===== src/bil_pkg.sv =====
`timescale 1ns / 1ps
// ----------------------------------------------------------------------------
// bil_pkg: shared types and codes for the bounded indexed list
// Operation kinds, status codes, sequencer states and fixed field widths.
// ----------------------------------------------------------------------------
package bil_pkg;

  // Fixed field widths
  localparam int unsigned KindW   = 3;
  localparam int unsigned PosW    = 5;
  localparam int unsigned StatusW = 2;
  localparam int unsigned LimitW  = 5;

  // Operation requested by one transfer
  typedef enum logic [KindW-1:0] {
    KIND_ADD_AT      = 3'd0,
    KIND_ADD_FIRST   = 3'd1,
    KIND_ADD_LAST    = 3'd2,
    KIND_REMOVE_AT   = 3'd3,
    KIND_REMOVE_LAST = 3'd4,
    KIND_GET_AT      = 3'd5,
    KIND_GET_LAST    = 3'd6,
    KIND_CLEAR       = 3'd7
  } kind_e;

  // Result status
  typedef enum logic [StatusW-1:0] {
    ST_OK      = 2'd0,
    ST_INVALID = 2'd1,
    ST_FULL    = 2'd2,
    ST_EMPTY   = 2'd3
  } status_e;

  // Sequencer states
  typedef enum logic [2:0] {
    S_IDLE  = 3'd0,
    S_MOVE  = 3'd1,
    S_DRAIN = 3'd2,
    S_PUT   = 3'd3,
    S_READ  = 3'd4,
    S_RESP  = 3'd5
  } state_e;

  // Register index of the limit register
  localparam int unsigned RegListLimit = 0;

endpackage


===== src/bounded_indexed_list.sv =====
`timescale 1ns / 1ps
// ----------------------------------------------------------------------------
// bounded_indexed_list: ordered list of opaque entries with a set capacity
// Insert, remove, read and clear operations over an entry memory; entries
// are shifted one per cycle by a small sequencer.
// ----------------------------------------------------------------------------
// One transfer on the slave stream is one operation; one result transfer
// follows on the master stream. The block takes a new operation only while
// its sequencer is idle. Inserts and removes shift the later entries one
// slot per cycle through the read and write ports of the entry memory.
// A remove that moves entries passes through accept, the moves, a last move
// write and the result load; an insert that moves entries also writes the
// new entry before the result load. The longest operation is an insert at
// the front of a list one short of its limit or an insert-first on a full
// list. Reads and inserts that move nothing add a read or a write step before
// the result load; other operations that move nothing go straight to it.
// A previous result still held in the output register delays the result
// load until it is taken. A finished result waits in the output register
// while the next operation is already accepted. The list_limit register
// (byte address 0) is written only while the list is empty; 0 is taken as 1
// and values above CAPACITY as CAPACITY.
// ----------------------------------------------------------------------------
module bounded_indexed_list #(
  parameter int unsigned CAPACITY    = 16,
  parameter int unsigned ENTRY_WIDTH = 40
) (
  input  logic clk_i,
  input  logic rst_ni,

  // Operation stream
  input  logic                    s_axis_tvalid_i,
  output logic                    s_axis_tready_o,
  // tdata: position[4:0], entry_in[ENTRY_WIDTH+4:5], zero padding
  input  logic [((bil_pkg::PosW+ENTRY_WIDTH+7)/8)*8-1:0] s_axis_tdata_i,
  // tuser: kind[2:0]
  input  logic [bil_pkg::KindW-1:0] s_axis_tuser_i,

  // Result stream
  output logic m_axis_tvalid_o,
  input  logic m_axis_tready_i,
  // tdata: entry_out[ENTRY_WIDTH-1:0], occupancy above it, zero padding
  output logic [((ENTRY_WIDTH+$clog2(CAPACITY+1)+7)/8)*8-1:0] m_axis_tdata_o,
  // tuser: status[1:0], read_valid[2]
  output logic [bil_pkg::StatusW:0] m_axis_tuser_o,

  // Configuration port
  input  logic        psel,
  input  logic        penable,
  input  logic        pwrite,
  input  logic [2:0]  paddr,
  input  logic [31:0] pwdata,
  output logic [31:0] prdata,
  output logic        pready
);

  localparam int unsigned CntW     = $clog2(CAPACITY + 1);
  localparam int unsigned AddrW    = (CAPACITY > 1) ? $clog2(CAPACITY) : 1;
  localparam int unsigned CmpW     = (CntW > bil_pkg::PosW) ? CntW : bil_pkg::PosW;
  localparam int unsigned OutDataW = ((ENTRY_WIDTH + CntW + 7) / 8) * 8;

  // --------------------------------------------------------------------------
  // Registers
  // --------------------------------------------------------------------------
  bil_pkg::state_e  state_q, state_d;
  logic [CntW-1:0]  cnt_q, cnt_d;
  logic [CntW-1:0]  lim_q, lim_d;
  logic             pend_q, pend_d;
  logic             m_valid_q, m_valid_d;

  logic [AddrW-1:0]       src_q, src_d;
  logic [AddrW-1:0]       wa_q, wa_d;
  logic [CntW-1:0]        left_q, left_d;
  logic                   up_q, up_d;
  logic                   ins_q, ins_d;
  logic [AddrW-1:0]       iaddr_q, iaddr_d;
  logic [ENTRY_WIDTH-1:0] val_q, val_d;
  bil_pkg::status_e       st_q, st_d;
  logic                   rv_q, rv_d;
  bil_pkg::status_e       m_status_q, m_status_d;
  logic                   m_rv_q, m_rv_d;
  logic [ENTRY_WIDTH-1:0] m_entry_q, m_entry_d;
  logic [CntW-1:0]        m_occ_q, m_occ_d;

  // Entry memory, one read and one write port
  logic [ENTRY_WIDTH-1:0] mem_q [CAPACITY];
  logic [ENTRY_WIDTH-1:0] rd_q;
  logic                   mem_we;
  logic [AddrW-1:0]       mem_wa;
  logic [ENTRY_WIDTH-1:0] mem_wd;
  logic                   mem_re;
  logic [AddrW-1:0]       mem_ra;

  // --------------------------------------------------------------------------
  // Input unpacking
  // --------------------------------------------------------------------------
  bil_pkg::kind_e         in_kind;
  logic [bil_pkg::PosW-1:0] in_pos;
  logic [ENTRY_WIDTH-1:0] in_val;
  logic [CmpW-1:0]        pos_x, cnt_x;
  logic                   in_xfer;
  logic                   full;

  assign in_kind = bil_pkg::kind_e'(s_axis_tuser_i);
  assign in_pos  = s_axis_tdata_i[bil_pkg::PosW-1:0];
  assign in_val  = s_axis_tdata_i[bil_pkg::PosW +: ENTRY_WIDTH];
  assign pos_x   = CmpW'(in_pos);
  assign cnt_x   = CmpW'(cnt_q);
  assign full    = (cnt_q >= lim_q);

  assign s_axis_tready_o = (state_q == bil_pkg::S_IDLE);
  assign in_xfer         = s_axis_tvalid_i && s_axis_tready_o;

  // --------------------------------------------------------------------------
  // Operation decode: status, new count and move plan
  // --------------------------------------------------------------------------
  bil_pkg::status_e dec_st;
  logic [CntW-1:0]  dec_cnt;
  logic [CntW-1:0]  dec_n;
  logic [AddrW-1:0] dec_src;
  logic             dec_up;
  logic             dec_ins;
  logic [AddrW-1:0] dec_iaddr;
  logic             dec_rd;

  always_comb begin
    dec_st    = bil_pkg::ST_OK;
    dec_cnt   = cnt_q;
    dec_n     = '0;
    dec_src   = '0;
    dec_up    = 1'b0;
    dec_ins   = 1'b0;
    dec_iaddr = '0;
    dec_rd    = 1'b0;
    case (in_kind)
      bil_pkg::KIND_ADD_AT: begin
        if (pos_x > cnt_x) begin
          dec_st = bil_pkg::ST_INVALID;
        end else if (full) begin
          dec_st = bil_pkg::ST_FULL;
        end else begin
          dec_ins   = 1'b1;
          dec_n     = CntW'(cnt_x - pos_x);
          dec_src   = AddrW'(cnt_q - 1'b1);
          dec_iaddr = AddrW'(in_pos);
          dec_cnt   = cnt_q + 1'b1;
        end
      end
      bil_pkg::KIND_ADD_FIRST: begin
        // on a full list the last entry falls off the end
        dec_ins = 1'b1;
        if (full) begin
          dec_n   = cnt_q - 1'b1;
          dec_src = AddrW'(cnt_q - CntW'(2));
        end else begin
          dec_n   = cnt_q;
          dec_src = AddrW'(cnt_q - 1'b1);
          dec_cnt = cnt_q + 1'b1;
        end
      end
      bil_pkg::KIND_ADD_LAST: begin
        if (full) begin
          dec_st = bil_pkg::ST_FULL;
        end else begin
          dec_ins   = 1'b1;
          dec_iaddr = AddrW'(cnt_q);
          dec_cnt   = cnt_q + 1'b1;
        end
      end
      bil_pkg::KIND_REMOVE_AT: begin
        if (cnt_q == '0) begin
          dec_st = bil_pkg::ST_EMPTY;
        end else if (pos_x < cnt_x) begin
          dec_n   = CntW'(cnt_x - pos_x - 1'b1);
          dec_src = AddrW'(pos_x + 1'b1);
          dec_up  = 1'b1;
          dec_cnt = cnt_q - 1'b1;
        end
      end
      bil_pkg::KIND_REMOVE_LAST: begin
        if (cnt_q == '0) begin
          dec_st = bil_pkg::ST_INVALID;
        end else begin
          dec_cnt = cnt_q - 1'b1;
        end
      end
      bil_pkg::KIND_GET_AT: begin
        if (pos_x < cnt_x) begin
          dec_rd  = 1'b1;
          dec_src = AddrW'(in_pos);
        end else begin
          dec_st = bil_pkg::ST_INVALID;
        end
      end
      bil_pkg::KIND_GET_LAST: begin
        if (cnt_q != '0) begin
          dec_rd  = 1'b1;
          dec_src = AddrW'(cnt_q - 1'b1);
        end else begin
          dec_st = bil_pkg::ST_INVALID;
        end
      end
      bil_pkg::KIND_CLEAR: begin
        dec_cnt = '0;
      end
      default: begin
        dec_cnt = cnt_q;
      end
    endcase
  end

  // --------------------------------------------------------------------------
  // Configuration write
  // --------------------------------------------------------------------------
  logic                       cfg_wr;
  logic [bil_pkg::LimitW-1:0] cfg_v;
  logic [CmpW-1:0]            cfg_vx;
  logic [CntW-1:0]            cfg_lim;

  assign pready = 1'b1;
  assign cfg_wr = psel && penable && pwrite && pready &&
                  (paddr[2] == 1'(bil_pkg::RegListLimit)) && (cnt_q == '0);
  assign cfg_v  = pwdata[bil_pkg::LimitW-1:0];
  assign cfg_vx = CmpW'(cfg_v);

  always_comb begin
    if (cfg_v == '0) begin
      cfg_lim = CntW'(1);
    end else if (cfg_vx > CmpW'(CAPACITY)) begin
      cfg_lim = CntW'(CAPACITY);
    end else begin
      cfg_lim = CntW'(cfg_vx);
    end
  end

  assign prdata = (paddr[2] == 1'(bil_pkg::RegListLimit)) ? 32'(lim_q) : '0;

  // --------------------------------------------------------------------------
  // Sequencer: next state, memory control and register updates
  // --------------------------------------------------------------------------
  always_comb begin
    state_d    = state_q;
    cnt_d      = cnt_q;
    lim_d      = cfg_wr ? cfg_lim : lim_q;
    pend_d     = pend_q;
    m_valid_d  = m_valid_q && !m_axis_tready_i;
    src_d      = src_q;
    wa_d       = wa_q;
    left_d     = left_q;
    up_d       = up_q;
    ins_d      = ins_q;
    iaddr_d    = iaddr_q;
    val_d      = val_q;
    st_d       = st_q;
    rv_d       = rv_q;
    m_status_d = m_status_q;
    m_rv_d     = m_rv_q;
    m_entry_d  = m_entry_q;
    m_occ_d    = m_occ_q;
    mem_we     = 1'b0;
    mem_wa     = wa_q;
    mem_wd     = rd_q;
    mem_re     = 1'b0;
    mem_ra     = src_q;
    case (state_q)
      bil_pkg::S_IDLE: begin
        if (in_xfer) begin
          cnt_d   = dec_cnt;
          st_d    = dec_st;
          rv_d    = dec_rd;
          src_d   = dec_src;
          left_d  = dec_n;
          up_d    = dec_up;
          ins_d   = dec_ins;
          iaddr_d = dec_iaddr;
          val_d   = in_val;
          pend_d  = 1'b0;
          if (dec_n != '0) begin
            state_d = bil_pkg::S_MOVE;
          end else if (dec_ins) begin
            state_d = bil_pkg::S_PUT;
          end else if (dec_rd) begin
            state_d = bil_pkg::S_READ;
          end else begin
            state_d = bil_pkg::S_RESP;
          end
        end
      end
      bil_pkg::S_MOVE: begin
        // write the entry fetched last cycle, fetch the next one
        mem_we = pend_q;
        mem_re = 1'b1;
        pend_d = 1'b1;
        wa_d   = up_q ? (src_q - 1'b1) : (src_q + 1'b1);
        src_d  = up_q ? (src_q + 1'b1) : (src_q - 1'b1);
        left_d = left_q - 1'b1;
        if (left_q == CntW'(1)) begin
          state_d = bil_pkg::S_DRAIN;
        end
      end
      bil_pkg::S_DRAIN: begin
        mem_we  = 1'b1;
        pend_d  = 1'b0;
        state_d = ins_q ? bil_pkg::S_PUT : bil_pkg::S_RESP;
      end
      bil_pkg::S_PUT: begin
        mem_we  = 1'b1;
        mem_wa  = iaddr_q;
        mem_wd  = val_q;
        state_d = bil_pkg::S_RESP;
      end
      bil_pkg::S_READ: begin
        mem_re  = 1'b1;
        state_d = bil_pkg::S_RESP;
      end
      bil_pkg::S_RESP: begin
        // load the output register once the previous result is taken
        if (!m_valid_q || m_axis_tready_i) begin
          m_valid_d  = 1'b1;
          m_status_d = st_q;
          m_rv_d     = rv_q;
          m_entry_d  = rv_q ? rd_q : '0;
          m_occ_d    = cnt_q;
          state_d    = bil_pkg::S_IDLE;
        end
      end
      default: begin
        state_d = bil_pkg::S_IDLE;
      end
    endcase
  end

  // Control registers
  always_ff @(posedge clk_i or negedge rst_ni) begin
    if (!rst_ni) begin
      state_q   <= bil_pkg::S_IDLE;
      cnt_q     <= '0;
      lim_q     <= CntW'(CAPACITY);
      pend_q    <= 1'b0;
      m_valid_q <= 1'b0;
    end else begin
      state_q   <= state_d;
      cnt_q     <= cnt_d;
      lim_q     <= lim_d;
      pend_q    <= pend_d;
      m_valid_q <= m_valid_d;
    end
  end

  // Payload registers
  always_ff @(posedge clk_i) begin
    src_q      <= src_d;
    wa_q       <= wa_d;
    left_q     <= left_d;
    up_q       <= up_d;
    ins_q      <= ins_d;
    iaddr_q    <= iaddr_d;
    val_q      <= val_d;
    st_q       <= st_d;
    rv_q       <= rv_d;
    m_status_q <= m_status_d;
    m_rv_q     <= m_rv_d;
    m_entry_q  <= m_entry_d;
    m_occ_q    <= m_occ_d;
  end

  // Entry memory
  always_ff @(posedge clk_i) begin
    if (mem_we) begin
      mem_q[mem_wa] <= mem_wd;
    end
    if (mem_re) begin
      rd_q <= mem_q[mem_ra];
    end
  end

  // --------------------------------------------------------------------------
  // Outputs
  // --------------------------------------------------------------------------
  assign m_axis_tvalid_o = m_valid_q;
  assign m_axis_tdata_o  = OutDataW'({m_occ_q, m_entry_q});
  assign m_axis_tuser_o  = {m_rv_q, m_status_q};

  // --------------------------------------------------------------------------
  // Assertions
  // --------------------------------------------------------------------------
`ifndef SYNTHESIS
  // occupancy never exceeds the limit in use
  a_cnt_le_lim: assert property (@(posedge clk_i) disable iff (!rst_ni)
    cnt_q <= lim_q)
    else $error("entry count above list limit");

  // limit stays in its legal range
  a_lim_range: assert property (@(posedge clk_i) disable iff (!rst_ni)
    (lim_q != '0) && (lim_q <= CntW'(CAPACITY)))
    else $error("list limit out of range");

  // an accepted operation closes the input until its result is loaded
  a_busy_after_accept: assert property (@(posedge clk_i) disable iff (!rst_ni)
    in_xfer |=> !s_axis_tready_o)
    else $error("input accepted while an operation is in flight");

  // the shift loop always has a move left while in the move state
  a_move_left: assert property (@(posedge clk_i) disable iff (!rst_ni)
    (state_q == bil_pkg::S_MOVE) |-> (left_q != '0))
    else $error("move state with no moves left");

  // a read result carries a success status
  a_read_ok: assert property (@(posedge clk_i) disable iff (!rst_ni)
    (m_valid_q && m_rv_q) |-> (m_status_q == bil_pkg::ST_OK))
    else $error("read result with failing status");
`endif

endmodule

===== config.mk =====
export PLATFORM = sky130hd
export DESIGN_NAME = bounded_indexed_list
export DESIGN_NICKNAME = d
export VERILOG_FILES = /design/src/bil_pkg.sv /design/src/bounded_indexed_list.sv
export SDC_FILE = /design/constraint.sdc
export NUM_CORES = 1
export LEC_CHECK = 0
export BUFFER_PORTS_ARGS = -buffer_cell sky130_fd_sc_hd__buf_2
export CORE_ASPECT_RATIO = 0.5
export CORE_UTILIZATION = 30
export DETAILED_ROUTE_END_ITERATION = 10
export GPL_TIMING_DRIVEN = 0
export PLACE_DENSITY = 0.5
export SLEW_MARGIN = 20
export SYNTH_ARGS = -nofsm -noshare
export SYNTH_HDL_FRONTEND = slang
export SYNTH_SLANG_ARGS = --single-unit

===== constraint.sdc =====
create_clock -name clk_i -period 6.2 [get_ports clk_i]
set_input_delay 1.86 -clock clk_i [delete_from_list [all_inputs] [get_ports clk_i]]
set_output_delay 1.86 -clock clk_i [all_outputs]
set_load 0.1 [all_outputs]

==> run metrics <==
status=complete, but fails checks; failing checks=design-rule violations; Final period util=0.708; Max FO, Critical Path=6; top area cells in the synthesized netlist=edfxtp_1 (74%), mux4_2 (14%), mux2_2 (1.5%), dfrtp_1 (1.1%), ha_1 (0.94%); Post-Syn Instances=1556; Slew @ Worst Pin=1.12 ns; Static Leak=12.5 nW; drt wl/cell=24.3 um; Max Cap Viol=0; Buffers & Inverters on Critical Path=2; CP max stage cell=buf_2; clock slew at reported path FFs=0.06 ns; final core utilization=0.363; hold_ws=0.419 ns; Avg Inst Size Synth=20.6 sq um; vias=16000; first-pass GRT wire length=115000 um; sequential fraction of the synthesis area=0.751; Synth top area share=0.740; Post-CTS Resized=0; Clock Sinks=805; worst vdd ir=0.239 mV; Setup TNS=0 ns; antenna violations before repair=4; CTS tree=built; CP most frequent cell=buf_2; crit path DAT=2.53 ns; max incr delay on CP=0.43 ns; Yosys top cell by area=edfxtp_1; fraction of layout cells with a size suffix above 1=0.315; H-tree depth=3; Async SR Flop Fraction=0.0186; DRC=16; Cell variety after synth=67; design area=38400 sq um; Max Buffers Root-to-Sink=3; core box area=106000 sq um; worst path cell trace=buf_2, nor2b_1, buf_2; Post-Place Cells=3164; Layout area overhead=19.6%; RSZ-0062 raised after global routing=no; clock root cell=clkbuf_16; height of the die=233 um; EDFF count, synth=790; largest net degree at the start of global routing=27; vias per std cell=4.82; number of diodes=0; Setup Skew=0.0274 ns; All-Layer GR Usage=0.148; reg2reg start=state_q[0]; Crit. End Element=output port; Num CTS Buffers=81; DP Area=35800 sq um; clk_lat worst skew=0.63 ns; ANT nets after route=0; pwr/cell area=538 nW/um^2; Die ar.=108000 sq um; dpl hpwl=51500 um; Relative slew margins=0.253; cell family with most CP delay=buffers and inverters; Post-layout nets=1946; # rows=84; Detailed Route WL=80300 um; Starting Density=0.304; non-filler instance count after layout=3309; Critical Path Source Type=input port; Remaining Overflow, GRT=0; Commonest cells post-synth=edfxtp_1 (790), mux4_2 (200), nor2_1 (56); R2R Setup Slk=2.07 ns; I/O Pins=179; Hold Buf Count CTS=0; startpoint of the worst hold path=st_q[0]; Ys Warns=0; Die W=464 um; Period minus WS final=4.39 ns; critical path required time=4.34 ns; Seq cells post-synth=805; via count of the first global-routing pass=16100; Setup crit start=paddr[2]; dominant synthesized flop cell=edfxtp_1; final setup fails=0; drt pass-1 iters=8; Hold Violations, Final=0; Post-CTS Setup Bufs=0; DRT iter0 DRCs=1516; IO Port Bufs=114; WS Path Type=input port to output port; Hold Crit Class=flop to flop; Placer Congestion=0.797; top-count cell post-synth=edfxtp_1; FMAX=228 MHz; synthesized cell area=32100 sq um; max-slew violations=0
layer usage:
layer | part of all wire | vias up | wire, um | GRT usage
met5 | 0.00051 | - | 41 | 0
met4 | 0.020 | 6 | 1610 | 0.0378
met3 | 0.050 | 101 | 4020 | 0.0247
met2 | 0.47 | 421 | 37400 | 0.235
met1 | 0.46 | 8560 | 37200 | 0.212
li1 | - | 6864 | - | -
cells in the final DEF (no fill, tap or decap), types with 7 or more instances in the layout:
| cell type | instances |
|---|---|
| conb_1 | 31 |
| mux4_2 | 200 |
| nor2_1 | 39 |
| clkbuf_16 | 82 |
| nand3_1 | 8 |
| a21oi_1 | 21 |
| ha_1 | 24 |
| edfxtp_1 | 790 |
| and2_1 | 44 |
| clkbuf_1 | 63 |
| buf_12 | 18 |
| nor3_1 | 14 |
| nand2_1 | 44 |
| clkinv_2 | 16 |
| dfrtp_1 | 14 |
| clkbuf_2 | 7 |
| o21ai_0 | 34 |
| buf_16 | 28 |
| buf_4 | 32 |
| nor2_4 | 17 |
| xnor2_1 | 12 |
| buf_2 | 127 |
| clkinv_1 | 17 |
| mux2_2 | 42 |
| inv_1 | 34 |
power breakdown:
group	leakage [nW]	switching, mW	internal (mW)
combinational	3.83	4.56	2.71
clock	1.23	2.07	2.66
sequential	7.41	0.344	8.29
total	12.5	6.98	13.7
cell families after synthesis:
logic type               count (synthesis)  synth area share
buffers and inverters                  140            0.0204
AO/OA/AOI/OAI                          115            0.0233
flip-flops                             805             0.751
XOR/XNOR                                18           0.00534
multiplexers                           245             0.156
AND/OR/NAND/NOR                        206            0.0333
adder cells (fa/ha/maj)                 25           0.00999
other                                    2          0.000234
cell type report:
class / count / area, sq um
buffer: 104 / 543
clock buffer: 101 / 2130
inverter: 36 / 138
timing repair buffer: 160 / 1700
clock inverter: 44 / 398
multi-input combinational: 640 / 7560
tap: 1419 / 1780
sequential: 805 / 24100
fill: 9737 / 67200
path summary, 6_finish.rpt:
check | to | cells past startpoint
setup / recovery | prdata[0] | 3
hold / removal | m_status_q[0] | 0
setup reg to reg | mem_q[1][14] | 8
hold reg to reg | m_status_q[0] | 0
max in group asynchronous | lim_q[4] | 1
min in group asynchronous | lim_q[0] | 1
flip-flops by register name (all words and copies together), names as in the netlist:
register and count:
rd_q 40, cnt_q 5, iaddr_q 4, m_rv_q 1, mem_q 640, m_entry_q 40
m_occ_q 5, m_axis_tvalid_o 1, pend_q 1, state_q 3, ins_q 1, st_q 2
lim_q 5, val_q 40, left_q 5, mem_ra 4, up_q 1, wa_q 4
m_status_q 2, rv_q 1
stage by stage:
| step | total power [mW] | worst slack, ns |
|---|---|---|
| 2_1_floorplan | 13.2 | 1.03 |
| 3_3_place_gp | 15.5 | -1.30 |
| 3_5_place_dp | 16.2 | 1.41 |
| 4_1_cts | 20.9 | 1.81 |
| 5_1_grt | 21.6 | 1.79 |
| 6_report | 20.6 | 1.81 |
Power figures use the tool's default switching activity.
